<file path="config.mk">
export PLATFORM = sky130hd
export DESIGN_NAME = handle_pool_oldest_reuse_unit
export DESIGN_NICKNAME = d
export VERILOG_FILES = /design/src/hpor_pkg.sv /design/src/hpor_free_queue.sv /design/src/hpor_link_table.sv /design/src/handle_pool_oldest_reuse_unit.sv
export SDC_FILE = /design/constraint.sdc
export NUM_CORES = 1
export LEC_CHECK = 0
export BUFFER_PORTS_ARGS = -buffer_cell sky130_fd_sc_hd__buf_4
export CAP_MARGIN = 40
export CORE_MARGIN = 4
export CORE_UTILIZATION = 45
export CTS_BUF_LIST = sky130_fd_sc_hd__clkbuf_4
export DETAILED_ROUTE_END_ITERATION = 7
export SETUP_SLACK_MARGIN = 0.05
export SYNTH_ARGS = -nofsm -noshare
export SYNTH_HDL_FRONTEND = slang
export SYNTH_HIERARCHICAL = 1
export SYNTH_SLANG_ARGS = --single-unit
</file>
<file path="constraint.sdc">
create_clock -name i_clk -period 9.53 [get_ports i_clk]
set_input_delay 1.4295 -clock i_clk [delete_from_list [all_inputs] [get_ports i_clk]]
set_output_delay 1.4295 -clock i_clk [all_outputs]
set_load 0.02 [all_outputs]
</file>
<file path="src/hpor_pkg.sv">
`timescale 1ns / 1ps
// ----------------------------------------------------------------------------
// hpor_pkg
// Shared beat types and codes of the handle pool with oldest-first reuse.
// ----------------------------------------------------------------------------
package hpor_pkg;

    localparam logic ACT_GET     = 1'b0;
    localparam logic ACT_RELEASE = 1'b1;

    localparam logic [2:0] STS_FREE     = 3'd0;
    localparam logic [2:0] STS_RECLAIM  = 3'd1;
    localparam logic [2:0] STS_RELEASED = 3'd2;
    localparam logic [2:0] STS_IGNORED  = 3'd3;
    localparam logic [2:0] STS_EMPTY    = 3'd4;

    typedef struct packed {
        logic       action;
        logic [3:0] handle;
        logic       handle_invalid;
    } t_cmd;

    typedef struct packed {
        logic [3:0] granted_handle;
        logic [2:0] status;
        logic [4:0] free_count;
    } t_res;

endpackage

</file>
<file path="src/hpor_free_queue.sv">
`timescale 1ns / 1ps
// ----------------------------------------------------------------------------
// hpor_free_queue
// Circular free-handle store. Writes go to the tail in order; an entry not
// yet written reads back as its own index, which is its reset content.
// ----------------------------------------------------------------------------
module hpor_free_queue
    import hpor_pkg::*;
#(
    parameter int POOL_SIZE = 16,
    parameter int HW        = 4
) (
    input  logic          i_clk,
    input  logic          i_rst_n,
    input  logic          i_rd_en,
    input  logic [HW-1:0] i_rd_addr,
    input  logic          i_wr_en,
    input  logic [HW-1:0] i_wr_data,
    output logic [HW-1:0] o_rd_data
);

    logic [HW-1:0] r_mem [POOL_SIZE];
    logic [HW-1:0] r_tail;
    logic          r_all;
    logic [HW-1:0] r_q;
    logic [HW-1:0] r_addr;
    logic          r_hit;

    always_ff @(posedge i_clk) begin
        if (!i_rst_n) begin
            r_tail <= '0;
            r_all  <= 1'b0;
        end else if (i_wr_en) begin
            if (r_tail == HW'(POOL_SIZE - 1)) begin
                r_tail <= '0;
                r_all  <= 1'b1;
            end else begin
                r_tail <= r_tail + 1'b1;
            end
        end
    end

    always_ff @(posedge i_clk) begin
        if (i_wr_en) begin
            r_mem[r_tail] <= i_wr_data;
        end
    end

    always_ff @(posedge i_clk) begin
        if (i_rd_en) begin
            r_q    <= r_mem[i_rd_addr];
            r_addr <= i_rd_addr;
            r_hit  <= r_all || (i_rd_addr < r_tail);
        end
    end

    assign o_rd_data = r_hit ? r_q : r_addr;

endmodule

</file>
<file path="src/hpor_link_table.sv">
`timescale 1ns / 1ps
// ----------------------------------------------------------------------------
// hpor_link_table
// Per-handle word of the in-use list: in-use flag, next and prev links.
// Handles never granted read with the flag cleared.
// ----------------------------------------------------------------------------
module hpor_link_table
    import hpor_pkg::*;
#(
    parameter int POOL_SIZE = 16,
    parameter int HW        = 4
) (
    input  logic          i_clk,
    input  logic          i_rd_en,
    input  logic [HW-1:0] i_rd_addr,
    input  logic [HW-1:0] i_fill,
    input  logic          i_fill_all,
    input  logic          i_wr_en,
    input  logic [HW-1:0] i_wr_addr,
    input  logic          i_wr_flag,
    input  logic [HW-1:0] i_wr_next,
    input  logic [HW-1:0] i_wr_prev,
    output logic          o_flag,
    output logic [HW-1:0] o_next,
    output logic [HW-1:0] o_prev
);

    localparam int LW = 2 * HW + 1;

    logic [LW-1:0] r_mem [POOL_SIZE];
    logic [LW-1:0] r_q;
    logic          r_hit;

    always_ff @(posedge i_clk) begin
        if (i_wr_en) begin
            r_mem[i_wr_addr] <= {i_wr_flag, i_wr_next, i_wr_prev};
        end
    end

    always_ff @(posedge i_clk) begin
        if (i_rd_en) begin
            r_q   <= r_mem[i_rd_addr];
            r_hit <= i_fill_all || (i_rd_addr < i_fill);
        end
    end

    assign o_flag = r_hit & r_q[LW-1];
    assign o_next = r_q[LW-2:HW];
    assign o_prev = r_q[HW-1:0];

endmodule

</file>
<file path="src/handle_pool_oldest_reuse_unit.sv">
`timescale 1ns / 1ps
// ----------------------------------------------------------------------------
// handle_pool_oldest_reuse_unit
// Handle pool: free FIFO plus an in-use list ordered by grant age, with the
// oldest in-use handle reclaimed when the FIFO runs dry.
//
//   channel   direction  ports                  handshake
//   command   in         i_cmd (t_cmd)          start high, busy low
//   result    out        o_res (t_res)          o_strobe, one cycle
//
// An invalid or out-of-pool release, a pool-empty get and a reclaim of the
// only in-use handle answer from idle. A get reads the free FIFO and, if the
// list is not empty, the newest entry; a reclaim reads the oldest, then the
// newest entry; a release reads the flag and, from mid-list, relinks the
// previous then the next neighbour. Each step does at most one read and one
// write of the link table. Reset clears all control state at once; no
// clearing pass. busy drops with the strobe; the receiver cannot stall.
// ----------------------------------------------------------------------------
module handle_pool_oldest_reuse_unit
    import hpor_pkg::*;
#(
    parameter int POOL_SIZE = 16
) (
    input  logic i_clk,
    input  logic i_rst_n,
    input  logic start,
    input  t_cmd i_cmd,
    output logic busy,
    output logic o_strobe,
    output t_res o_res
);

    localparam int HW = (POOL_SIZE > 1) ? $clog2(POOL_SIZE) : 1;
    localparam int FW = $clog2(POOL_SIZE + 1);

    typedef enum logic [6:0] {
        ST_IDLE    = 7'b0000001,
        ST_GET_FQ  = 7'b0000010,
        ST_APP_RD  = 7'b0000100,
        ST_RCL_RD  = 7'b0001000,
        ST_REL_CHK = 7'b0010000,
        ST_MID_PV  = 7'b0100000,
        ST_MID_NX  = 7'b1000000
    } t_state;

    t_state        r_state,    n_state;
    logic [HW-1:0] r_head,     n_head;
    logic          r_head_all, n_head_all;
    logic [FW-1:0] r_free,     n_free;
    logic [FW-1:0] r_use,      n_use;
    logic [HW-1:0] r_oldest,   n_oldest;
    logic [HW-1:0] r_newest,   n_newest;
    logic          r_reclaim,  n_reclaim;
    logic [HW-1:0] r_h,        n_h;
    logic [HW-1:0] r_g,        n_g;
    logic [HW-1:0] r_nx,       n_nx;
    logic [HW-1:0] r_pv,       n_pv;
    logic          r_strobe,   n_strobe;
    t_res          r_res,      n_res;

    logic          fq_rd_en;
    logic          fq_wr_en;
    logic [HW-1:0] fq_q;
    logic          lk_rd_en;
    logic [HW-1:0] lk_rd_addr;
    logic          lk_wr_en;
    logic [HW-1:0] lk_wr_addr;
    logic          lk_wr_flag;
    logic [HW-1:0] lk_wr_next;
    logic [HW-1:0] lk_wr_prev;
    logic          lk_flag;
    logic [HW-1:0] lk_next;
    logic [HW-1:0] lk_prev;

    logic          fin;
    logic [HW-1:0] fin_g;
    logic [2:0]    fin_st;

    hpor_free_queue #(
        .POOL_SIZE(POOL_SIZE),
        .HW       (HW)
    ) u_fq (
        .i_clk    (i_clk),
        .i_rst_n  (i_rst_n),
        .i_rd_en  (fq_rd_en),
        .i_rd_addr(r_head),
        .i_wr_en  (fq_wr_en),
        .i_wr_data(r_h),
        .o_rd_data(fq_q)
    );

    hpor_link_table #(
        .POOL_SIZE(POOL_SIZE),
        .HW       (HW)
    ) u_lk (
        .i_clk     (i_clk),
        .i_rd_en   (lk_rd_en),
        .i_rd_addr (lk_rd_addr),
        .i_fill    (r_head),
        .i_fill_all(r_head_all),
        .i_wr_en   (lk_wr_en),
        .i_wr_addr (lk_wr_addr),
        .i_wr_flag (lk_wr_flag),
        .i_wr_next (lk_wr_next),
        .i_wr_prev (lk_wr_prev),
        .o_flag    (lk_flag),
        .o_next    (lk_next),
        .o_prev    (lk_prev)
    );

    always_comb begin
        n_state    = r_state;
        n_head     = r_head;
        n_head_all = r_head_all;
        n_free     = r_free;
        n_use      = r_use;
        n_oldest   = r_oldest;
        n_newest   = r_newest;
        n_reclaim  = r_reclaim;
        n_h        = r_h;
        n_g        = r_g;
        n_nx       = r_nx;
        n_pv       = r_pv;
        n_strobe   = 1'b0;
        n_res      = r_res;
        fq_rd_en   = 1'b0;
        fq_wr_en   = 1'b0;
        lk_rd_en   = 1'b0;
        lk_rd_addr = r_newest;
        lk_wr_en   = 1'b0;
        lk_wr_addr = r_g;
        lk_wr_flag = 1'b1;
        lk_wr_next = r_g;
        lk_wr_prev = r_newest;
        fin        = 1'b0;
        fin_g      = '0;
        fin_st     = STS_IGNORED;

        unique case (r_state)
            ST_IDLE: begin
                if (start) begin
                    n_h = HW'(i_cmd.handle);
                    if (i_cmd.action == ACT_GET) begin
                        if (r_free != '0) begin
                            fq_rd_en  = 1'b1;
                            n_reclaim = 1'b0;
                            n_state   = ST_GET_FQ;
                        end else if (r_use != '0) begin
                            n_g = r_oldest;
                            if (r_use > FW'(1)) begin
                                lk_rd_en   = 1'b1;
                                lk_rd_addr = r_oldest;
                                n_reclaim  = 1'b1;
                                n_state    = ST_RCL_RD;
                            end else begin
                                fin    = 1'b1;
                                fin_g  = r_oldest;
                                fin_st = STS_RECLAIM;
                            end
                        end else begin
                            fin    = 1'b1;
                            fin_st = STS_EMPTY;
                        end
                    end else begin
                        if (i_cmd.handle_invalid || (32'(i_cmd.handle) >= POOL_SIZE)) begin
                            fin    = 1'b1;
                            fin_st = STS_IGNORED;
                        end else begin
                            lk_rd_en   = 1'b1;
                            lk_rd_addr = HW'(i_cmd.handle);
                            n_state    = ST_REL_CHK;
                        end
                    end
                end
            end
            ST_GET_FQ: begin
                n_g = fq_q;
                if (r_head == HW'(POOL_SIZE - 1)) begin
                    n_head     = '0;
                    n_head_all = 1'b1;
                end else begin
                    n_head = r_head + 1'b1;
                end
                n_free     = r_free - 1'b1;
                lk_wr_en   = 1'b1;
                lk_wr_addr = fq_q;
                lk_wr_next = fq_q;
                if (r_use == '0) begin
                    n_oldest = fq_q;
                    n_newest = fq_q;
                    n_use    = r_use + 1'b1;
                    fin      = 1'b1;
                    fin_g    = fq_q;
                    fin_st   = STS_FREE;
                    n_state  = ST_IDLE;
                end else begin
                    lk_rd_en   = 1'b1;
                    lk_rd_addr = r_newest;
                    n_state    = ST_APP_RD;
                end
            end
            ST_RCL_RD: begin
                n_oldest   = lk_next;
                lk_wr_en   = 1'b1;
                lk_rd_en   = 1'b1;
                lk_rd_addr = r_newest;
                n_state    = ST_APP_RD;
            end
            ST_APP_RD: begin
                lk_wr_en   = 1'b1;
                lk_wr_addr = r_newest;
                lk_wr_flag = lk_flag;
                lk_wr_next = r_g;
                lk_wr_prev = lk_prev;
                n_newest   = r_g;
                if (!r_reclaim) begin
                    n_use = r_use + 1'b1;
                end
                fin     = 1'b1;
                fin_g   = r_g;
                fin_st  = r_reclaim ? STS_RECLAIM : STS_FREE;
                n_state = ST_IDLE;
            end
            ST_REL_CHK: begin
                if (!lk_flag || (32'(r_free) >= POOL_SIZE)) begin
                    fin     = 1'b1;
                    fin_st  = STS_IGNORED;
                    n_state = ST_IDLE;
                end else begin
                    lk_wr_en   = 1'b1;
                    lk_wr_addr = r_h;
                    lk_wr_flag = 1'b0;
                    lk_wr_next = lk_next;
                    lk_wr_prev = lk_prev;
                    fq_wr_en   = 1'b1;
                    n_free     = r_free + 1'b1;
                    n_use      = r_use - 1'b1;
                    priority if (r_use <= FW'(1)) begin
                        n_oldest = '0;
                        n_newest = '0;
                        fin      = 1'b1;
                        n_state  = ST_IDLE;
                    end else if (r_h == r_oldest) begin
                        n_oldest = lk_next;
                        fin      = 1'b1;
                        n_state  = ST_IDLE;
                    end else if (r_h == r_newest) begin
                        n_newest = lk_prev;
                        fin      = 1'b1;
                        n_state  = ST_IDLE;
                    end else begin
                        n_nx       = lk_next;
                        n_pv       = lk_prev;
                        lk_rd_en   = 1'b1;
                        lk_rd_addr = lk_prev;
                        n_state    = ST_MID_PV;
                    end
                    fin_st = STS_RELEASED;
                end
            end
            ST_MID_PV: begin
                lk_wr_en   = 1'b1;
                lk_wr_addr = r_pv;
                lk_wr_flag = lk_flag;
                lk_wr_next = r_nx;
                lk_wr_prev = lk_prev;
                lk_rd_en   = 1'b1;
                lk_rd_addr = r_nx;
                n_state    = ST_MID_NX;
            end
            ST_MID_NX: begin
                lk_wr_en   = 1'b1;
                lk_wr_addr = r_nx;
                lk_wr_flag = lk_flag;
                lk_wr_next = lk_next;
                lk_wr_prev = r_pv;
                fin        = 1'b1;
                fin_st     = STS_RELEASED;
                n_state    = ST_IDLE;
            end
            default: begin
                n_state = ST_IDLE;
            end
        endcase

        if (fin) begin
            n_strobe             = 1'b1;
            n_res.granted_handle = 4'(fin_g);
            n_res.status         = fin_st;
            n_res.free_count     = 5'(n_free);
        end
    end

    always_ff @(posedge i_clk) begin
        if (!i_rst_n) begin
            r_state    <= ST_IDLE;
            r_head     <= '0;
            r_head_all <= 1'b0;
            r_free     <= FW'(POOL_SIZE);
            r_use      <= '0;
            r_oldest   <= '0;
            r_newest   <= '0;
            r_reclaim  <= 1'b0;
            r_strobe   <= 1'b0;
        end else begin
            r_state    <= n_state;
            r_head     <= n_head;
            r_head_all <= n_head_all;
            r_free     <= n_free;
            r_use      <= n_use;
            r_oldest   <= n_oldest;
            r_newest   <= n_newest;
            r_reclaim  <= n_reclaim;
            r_strobe   <= n_strobe;
        end
    end

    always_ff @(posedge i_clk) begin
        r_h   <= n_h;
        r_g   <= n_g;
        r_nx  <= n_nx;
        r_pv  <= n_pv;
        r_res <= n_res;
    end

    assign busy     = (r_state != ST_IDLE);
    assign o_strobe = r_strobe;
    assign o_res    = r_res;

`ifndef SYNTHESIS
    a_pool_conserved: assert property (@(posedge i_clk) disable iff (!i_rst_n)
        (r_state == ST_IDLE) |-> ((32'(r_free) + 32'(r_use)) == POOL_SIZE))
        else $error("free and in-use counts do not add up to the pool size");

    a_strobe_idle: assert property (@(posedge i_clk) disable iff (!i_rst_n)
        o_strobe |-> (r_state == ST_IDLE))
        else $error("result beat while a step is still in progress");

    a_reclaim_dry: assert property (@(posedge i_clk) disable iff (!i_rst_n)
        (o_strobe && (o_res.status == STS_RECLAIM)) |-> (r_free == '0))
        else $error("reclaim while free handles remain");

    a_accept_moves: assert property (@(posedge i_clk) disable iff (!i_rst_n)
        (start && !busy) |=> (busy || o_strobe))
        else $error("accepted beat neither in progress nor answered");
`endif

endmodule

</file>
## Yosys cells after proc, flatten, opt, wreduce, memory -nomap -nowiden

Memories as Yosys holds them, arrays and structs flattened. A register that Yosys moved wholly into a read port is not among the register bits.
Cells that the tools add are included.

- Register bits after elaboration: 71
- Latch bits: 0
- Memory bits (writable): 208
- ROM bits: 0
- Input bits: 9
- Output and inout bits: 14
- Memories: 2

- Add/subtract/negate cells: 6
- Multiply operators: 0
- Div/mod/pow operators: 0
- Magnitude comparators: 5
- Equality and inequality tests: 25
- Shifts and indexed selects: 0
- Muxes and demuxes: 110
- Bitwise logic cells: 6
- Reductions and logical operators: 27

Memory list:

| name | words | width | read ports | clocked after memory_dff | wr ports | line | source |
|---|---|---|---|---|---|---|---|
| u_lk.r_mem | 16 | 9 | 1 | 1 | 1 | hpor_link_table.sv:30 | `logic [LW-1:0] r_mem [POOL_SIZE];` |
| u_fq.r_mem | 16 | 4 | 1 | 1 | 1 | hpor_free_queue.sv:22 | `logic [HW-1:0] r_mem [POOL_SIZE];` |

Operators by type and width:

| kind | number |
|---|---|
| 2-to-1 mux 4 bit | 34 |
| one-hot mux 4 bit (3 select lines) | 5 |
| 2-to-1 mux 7 bit | 6 |
| 2-to-1 mux 1 bit | 39 |
| one-hot mux 7 bit (5 select lines) | 1 |
| 2-to-1 mux 6 bit | 4 |
| 2-to-1 mux 5 bit | 4 |
| one-hot mux 4 bit (5 select lines) | 1 |
| AND reduction 5 bit | 4 |
| one-hot mux 4 bit (4 select lines) | 1 |
| 2-to-1 mux 3 bit | 5 |
| one-hot mux 3 bit (5 select lines) | 1 |
| one-hot mux 5 bit (3 select lines) | 1 |
| inequality test 2 bit, second input constant | 7 |
| inequality test 3 bit, second input constant | 4 |
| AND reduction 4 bit | 3 |
| adder 5 x 1 -> 5 bit, second input constant | 2 |
| one-hot mux 5 bit (2 select lines) | 1 |
| nonzero test 5 bit | 2 |
| subtractor 5 x 1 -> 5 bit, second input constant | 2 |
| adder 4 x 1 -> 4 bit, second input constant | 2 |
| equality test 4 bit | 2 |
| equality test 4 bit, second input constant | 2 |
| less-than comparator 4 bit | 2 |
| other kinds (27) | 44 |

## Longest topological paths before layout

- Word-level depth: 9
- Depth in mapped cells: 12
- Mapped depth without buffers: 11

## Modules after synthesis

The synthesis kept the hierarchy.

Modules (own cells, without submodules):

| module | times used | cells an instance | area an instance (µm²) | seq. area each (µm²) |
|---|---|---|---|---|
| hpor_link_table | 1 | 275 | 6033.3 | 4624.4 |
| handle_pool_oldest_reuse_unit | 1 | 413 | 3717.3 | 1481.4 |
| hpor_free_queue | 1 | 168 | 3239.4 | 2292.2 |

## Worst setup path after synthesis

Ideal clock, no wire load.

- Kind: input-to-reg
- From: input i_cmd[0] (netlist name)
- To: register u_lk.r_q[7], read port of u_lk.r_mem (data pin)
- Library setup time: 0.259 ns
- Data arrival time: 3.397 ns
- Setup slack: 5.874 ns
- Stages: 10
- Buffers on the path: 3
- Cell sequence: clkbuf_1 -> mux2i_1 -> a21oi_1 -> a221o_1 -> a211o_1 -> buf_4 -> buf_2 -> mux4_2 -> a22oi_1 -> nand2_1

- Word-level cells in the longest chain between the ends: 4
- Elaborated cells on any way between the ends: 8
- Classes of those cells: 8 x mux

RTL lines:

| element | line | source |
|---|---|---|
| from (decl) | handle_pool_oldest_reuse_unit.sv:27 | `input t_cmd i_cmd,` |
| 2-to-1 mux 4 bit | handle_pool_oldest_reuse_unit.sv:165 | `if (i_cmd.handle_invalid \|\| (32'(i_cmd.handle) >= POOL_SIZE)) begin` |
| 2-to-1 mux 4 bit | handle_pool_oldest_reuse_unit.sv:143 | `if (i_cmd.action == ACT_GET) begin` |
| 2-to-1 mux 4 bit | handle_pool_oldest_reuse_unit.sv:141 | `if (start) begin` |
| one-hot mux 4 bit (3 select lines) | handle_pool_oldest_reuse_unit.sv:139 | `unique case (r_state)` |
| net lk_rd_addr[1] | handle_pool_oldest_reuse_unit.sv:65 | `logic [HW-1:0] lk_rd_addr;` |
| to (decl) | hpor_link_table.sv:31 | `logic [LW-1:0] r_q;` |

The timed path passes the listed nets, and every way through them passes these cells.
A chain may end at the register's enable or synchronous reset.

## Worst setup path in the final report

- From: register r_state[6]
- To: register u_lk.r_hit (data pin)

- Word-level cells in the longest chain between the ends: 4
- Elaborated cells on any way between the ends: 6
- Classes of those cells: 1 x order compare; 3 x eq/ne; 1 x mux; 1 x reduce/logical

RTL lines:

| element | line | source |
|---|---|---|
| from (decl) | handle_pool_oldest_reuse_unit.sv:46 | `t_state r_state, n_state;` |
| from (signal assigned) | handle_pool_oldest_reuse_unit.sv:306 | `r_state <= n_state;` |
| equality test 7 x 6 -> 1 bit, or another cell as far along | handle_pool_oldest_reuse_unit.sv:139 |  |
| one-hot mux 4 bit (3 select lines) (*) | handle_pool_oldest_reuse_unit.sv:139 |  |
| net lk_rd_addr[1] | handle_pool_oldest_reuse_unit.sv:65 |  |
| less-than comparator 4 bit (*) | hpor_link_table.sv:43 | `r_hit <= i_fill_all \|\| (i_rd_addr < i_fill);` |
| logical OR 1 bit (*) | hpor_link_table.sv:43 |  |
| to (signal assigned) | hpor_link_table.sv:43 |  |
| to (decl) | hpor_link_table.sv:32 | `logic r_hit;` |

Mark *: on every way through the listed nets, which the timed path passes. The rest lies on a longest branch.

==> results.ini <==
[timing]
slew_headroom=0.344
worst_pin_slew_ns=0.971
setup_viol=0
slew_violations=0
fmax_mhz=231
fin_skew_ns=0.0646
setup-tns-final_ns=0
fin_crit_sh=0.455
period_needed_ns=4.34
rsz0062_at_grt=no
finalHoldViolations=0

[grt]
track_usage=0.199
grt_max_degree=38
grt_pass1_wl_um=47600
antenna_found_initial=1
gr-total-overflow=0
grt_pass1_vias=8018

[worst_setup_path]
cp_slowest_stage_delay_ns=0.64
r2r_setup_slack_ns=5.19
cp.required_ns=9.92
r2r_cells=11
critPathKind=register to register
path_max_fanout=37
critPathCaptureType=register
critPathSlowestCell=nor4_1
startpoint_type=register
crit-reg2reg-capture=u_lk/r_hit
arrival_ns=4.72
crit_path_cell_trace=nor4_1, nand4_1, inv_1, nor2_1, a221o_1, a211o_1, buf_4, ha_1, a21o_1, a211oi_1, or3_1
timing.rr.start=r_state[6]

[placement]
routabilityCongestion=0.920
placed_area_um2=13600
port_buffers=22
hpwl_um=20200

[finish]
layout_common_cells=edfxtp_1, clkbuf_4, nand2_1, nor2_1, buf_4
regArea_um2=8400
drive_gt1_frac=0.219
multi_input_area_um2=4230
design_area_um2=14600
final_nets=967
num-fill-cells=2360
layout_commonest_cell=edfxtp_1
syn_to_final_growth_pct=12.5

[synthesis]
yosys_warnings=6
synth_edf_count=255
synthesis.nets=883
yosysSeqAreaShare=0.647
synth-seq-cells=292
synth-main-ff-cell=edfxtp_1
synth.distinct_cells=70
netlist_instances=856
postSynth.asyncResetShare=0
yosys.area.top_type=edfxtp_1
synthTopCellsByArea=edfxtp_1, mux4_1, dfxtp_1, mux4_2, a22oi_1
synth_area_per_cell_um2=15.2
yosysTopAreaCellShare=0.589
syn_area_um2=13000

[detailed_routing]
viasPerCell=5.85
drtPass1Iterations=6
routed_wl_um=31100
dr_total_vias=8063
post_drt_wl_per_cell_um=22.5
drc=0
drtIter0Drc=838
drtAntennaViolNets=0

[cts]
clkTransAtPathRegs_ns=0.06
cts_tree=yes
htree_levels=3
cts_buffer_depth=3
clock_sinks=292
clk_latency_ns=0.68
post_cts_buffers=0
ctsResizeCount=0
cts_made_buffers=77
cts-root-buf=clkbuf_4
holdBufCountCts=0

[min_path]
hold_end=u_fq/r_all
min_from=u_fq/r_all
min_path_type=register to register
worstHoldPathCells=1

[run_status]
status=finished clean

[pwr]
powerDensity_nw_per_um2=179
ir_drop_mv=0.105
power.leakage_nw=5.04

[die]
die_w_um=178
dieArea_um2=31600
initial_core_util=0.461
die_h_um=178
row_count=61
coreArea_um2=28200
io_pins=23

[run]
cap_violations=0

## state kept, by name (all words and copies together), names as in the netlist, 4 cells and up
| register | cells |
|---|---|
| r_nx | 4 |
| u_lk/r_q | 9 |
| r_oldest | 4 |
| r_h | 4 |
| u_lk/r_mem | 144 |
| u_fq/r_q | 4 |
| u_fq/r_tail | 4 |
| r_pv | 4 |
| r_free | 5 |
| u_fq/r_mem | 64 |
| r_use | 5 |
| r_head | 4 |
| r_g | 4 |
| r_newest | 4 |
| o_res | 12 |
| u_fq/r_addr | 4 |
| r_state | 7 |
## metal layers
layer,track usage,part of all wire,vias to the layer above,wire [µm]
met4,0.0802,0.034,0,1050
li1,-,-,3655,-
met2,0.300,0.45,349,14100
met5,0,0,-,0
met3,0.0467,0.079,79,2450
met1,0.281,0.43,3980,13500
## power breakdown
part | leakage, nW | switching (mW) | internal [mW]
clock network | 0.586 | 0.503 | 0.570
registers | 2.55 | 0.0186 | 1.40
logic | 1.90 | 0.0764 | 0.0527
total | 5.04 | 0.598 | 2.02
## synth_stat cells, types with 14 or more instances
library cell  count
a21oi_1          28
a22oi_1          39
and2_1           28
clkbuf_1         23
dfxtp_1          37
edfxtp_1        255
ha_1             18
inv_1            20
mux4_1           30
mux4_2           22
nand2_1          63
nand3_1          16
nor2_1           43
o21ai_0          14
## how the worst max path moves through the flow
stage          slack [ns]          end  depth (start not counted)       start
2_1_floorplan        5.87  u_lk/r_q[7]                         10    i_cmd[0]
3_3_place_gp         4.92  u_lk/r_q[5]                         10       start
3_5_place_dp         4.86  u_lk/r_q[5]                         10       start
4_1_cts              5.25  u_lk/r_q[6]                          9  r_state[6]
5_1_grt              4.81  u_lk/r_q[6]                          9  r_state[6]
6_report             5.19   u_lk/r_hit                         11  r_state[6]
## metrics by stage
| stage | instances | total power, mW | setup slack, ns | util | hold WS (ns) |
|---|---|---|---|---|---|
| 2_1_floorplan | 856 | 1.53 | 5.87 | - | 0.434 |
| 4_1_cts | 1377 | 2.66 | 5.25 | 0.519 | 0.466 |
| 3_5_place_dp | 1238 | 1.57 | 4.86 | 0.483 | 0.452 |
| 6_report | 1379 | 2.62 | 5.19 | 0.519 | 0.465 |
| 3_3_place_gp | 1226 | 1.57 | 4.92 | 0.479 | 0.442 |
| 5_1_grt | 1379 | 2.74 | 4.81 | 0.519 | 0.486 |
## cells by family (layout without fill, tap and decap cells)
family | count (synthesis) | count (layout) | synth area share
AOI/OAI and AO/OA | 162 | 162 | 0.0913
other | 0 | 1 | 0
DFF | 292 | 292 | 0.647
buffers and inverters | 69 | 213 | 0.0292
muxes | 71 | 71 | 0.114
xor gates and xnor gates | 14 | 14 | 0.00944
and+or+nand+nor | 230 | 230 | 0.0921
adders and majority gates | 18 | 18 | 0.0173
## worst max-delay path: cells and delay by family (launching register included)
kind	cells	cell delay, ns
adder cells (fa/ha/maj)	1	0.35
buffers and inverters	2	0.74
AND/OR/NAND/NOR	4	1.75
AO/OA/AOI/OAI	4	0.75
flip-flops	1	0.46
## layout make-up
| class | instances | area share |
|---|---|---|
| Sequential cell | 292 | 0.575 |
| Multi-Input combinational cell | 495 | 0.289 |
| Clock buffer | 111 | 0.0570 |
| Clock inverter | 28 | 0.0110 |
| Tap cell | 378 | 0.0324 |
| Antenna cell | 1 | 0.000171 |
| Inverter | 21 | 0.00539 |
| Timing Repair Buffer | 53 | 0.0301 |
Power figures use the tool's default switching activity.
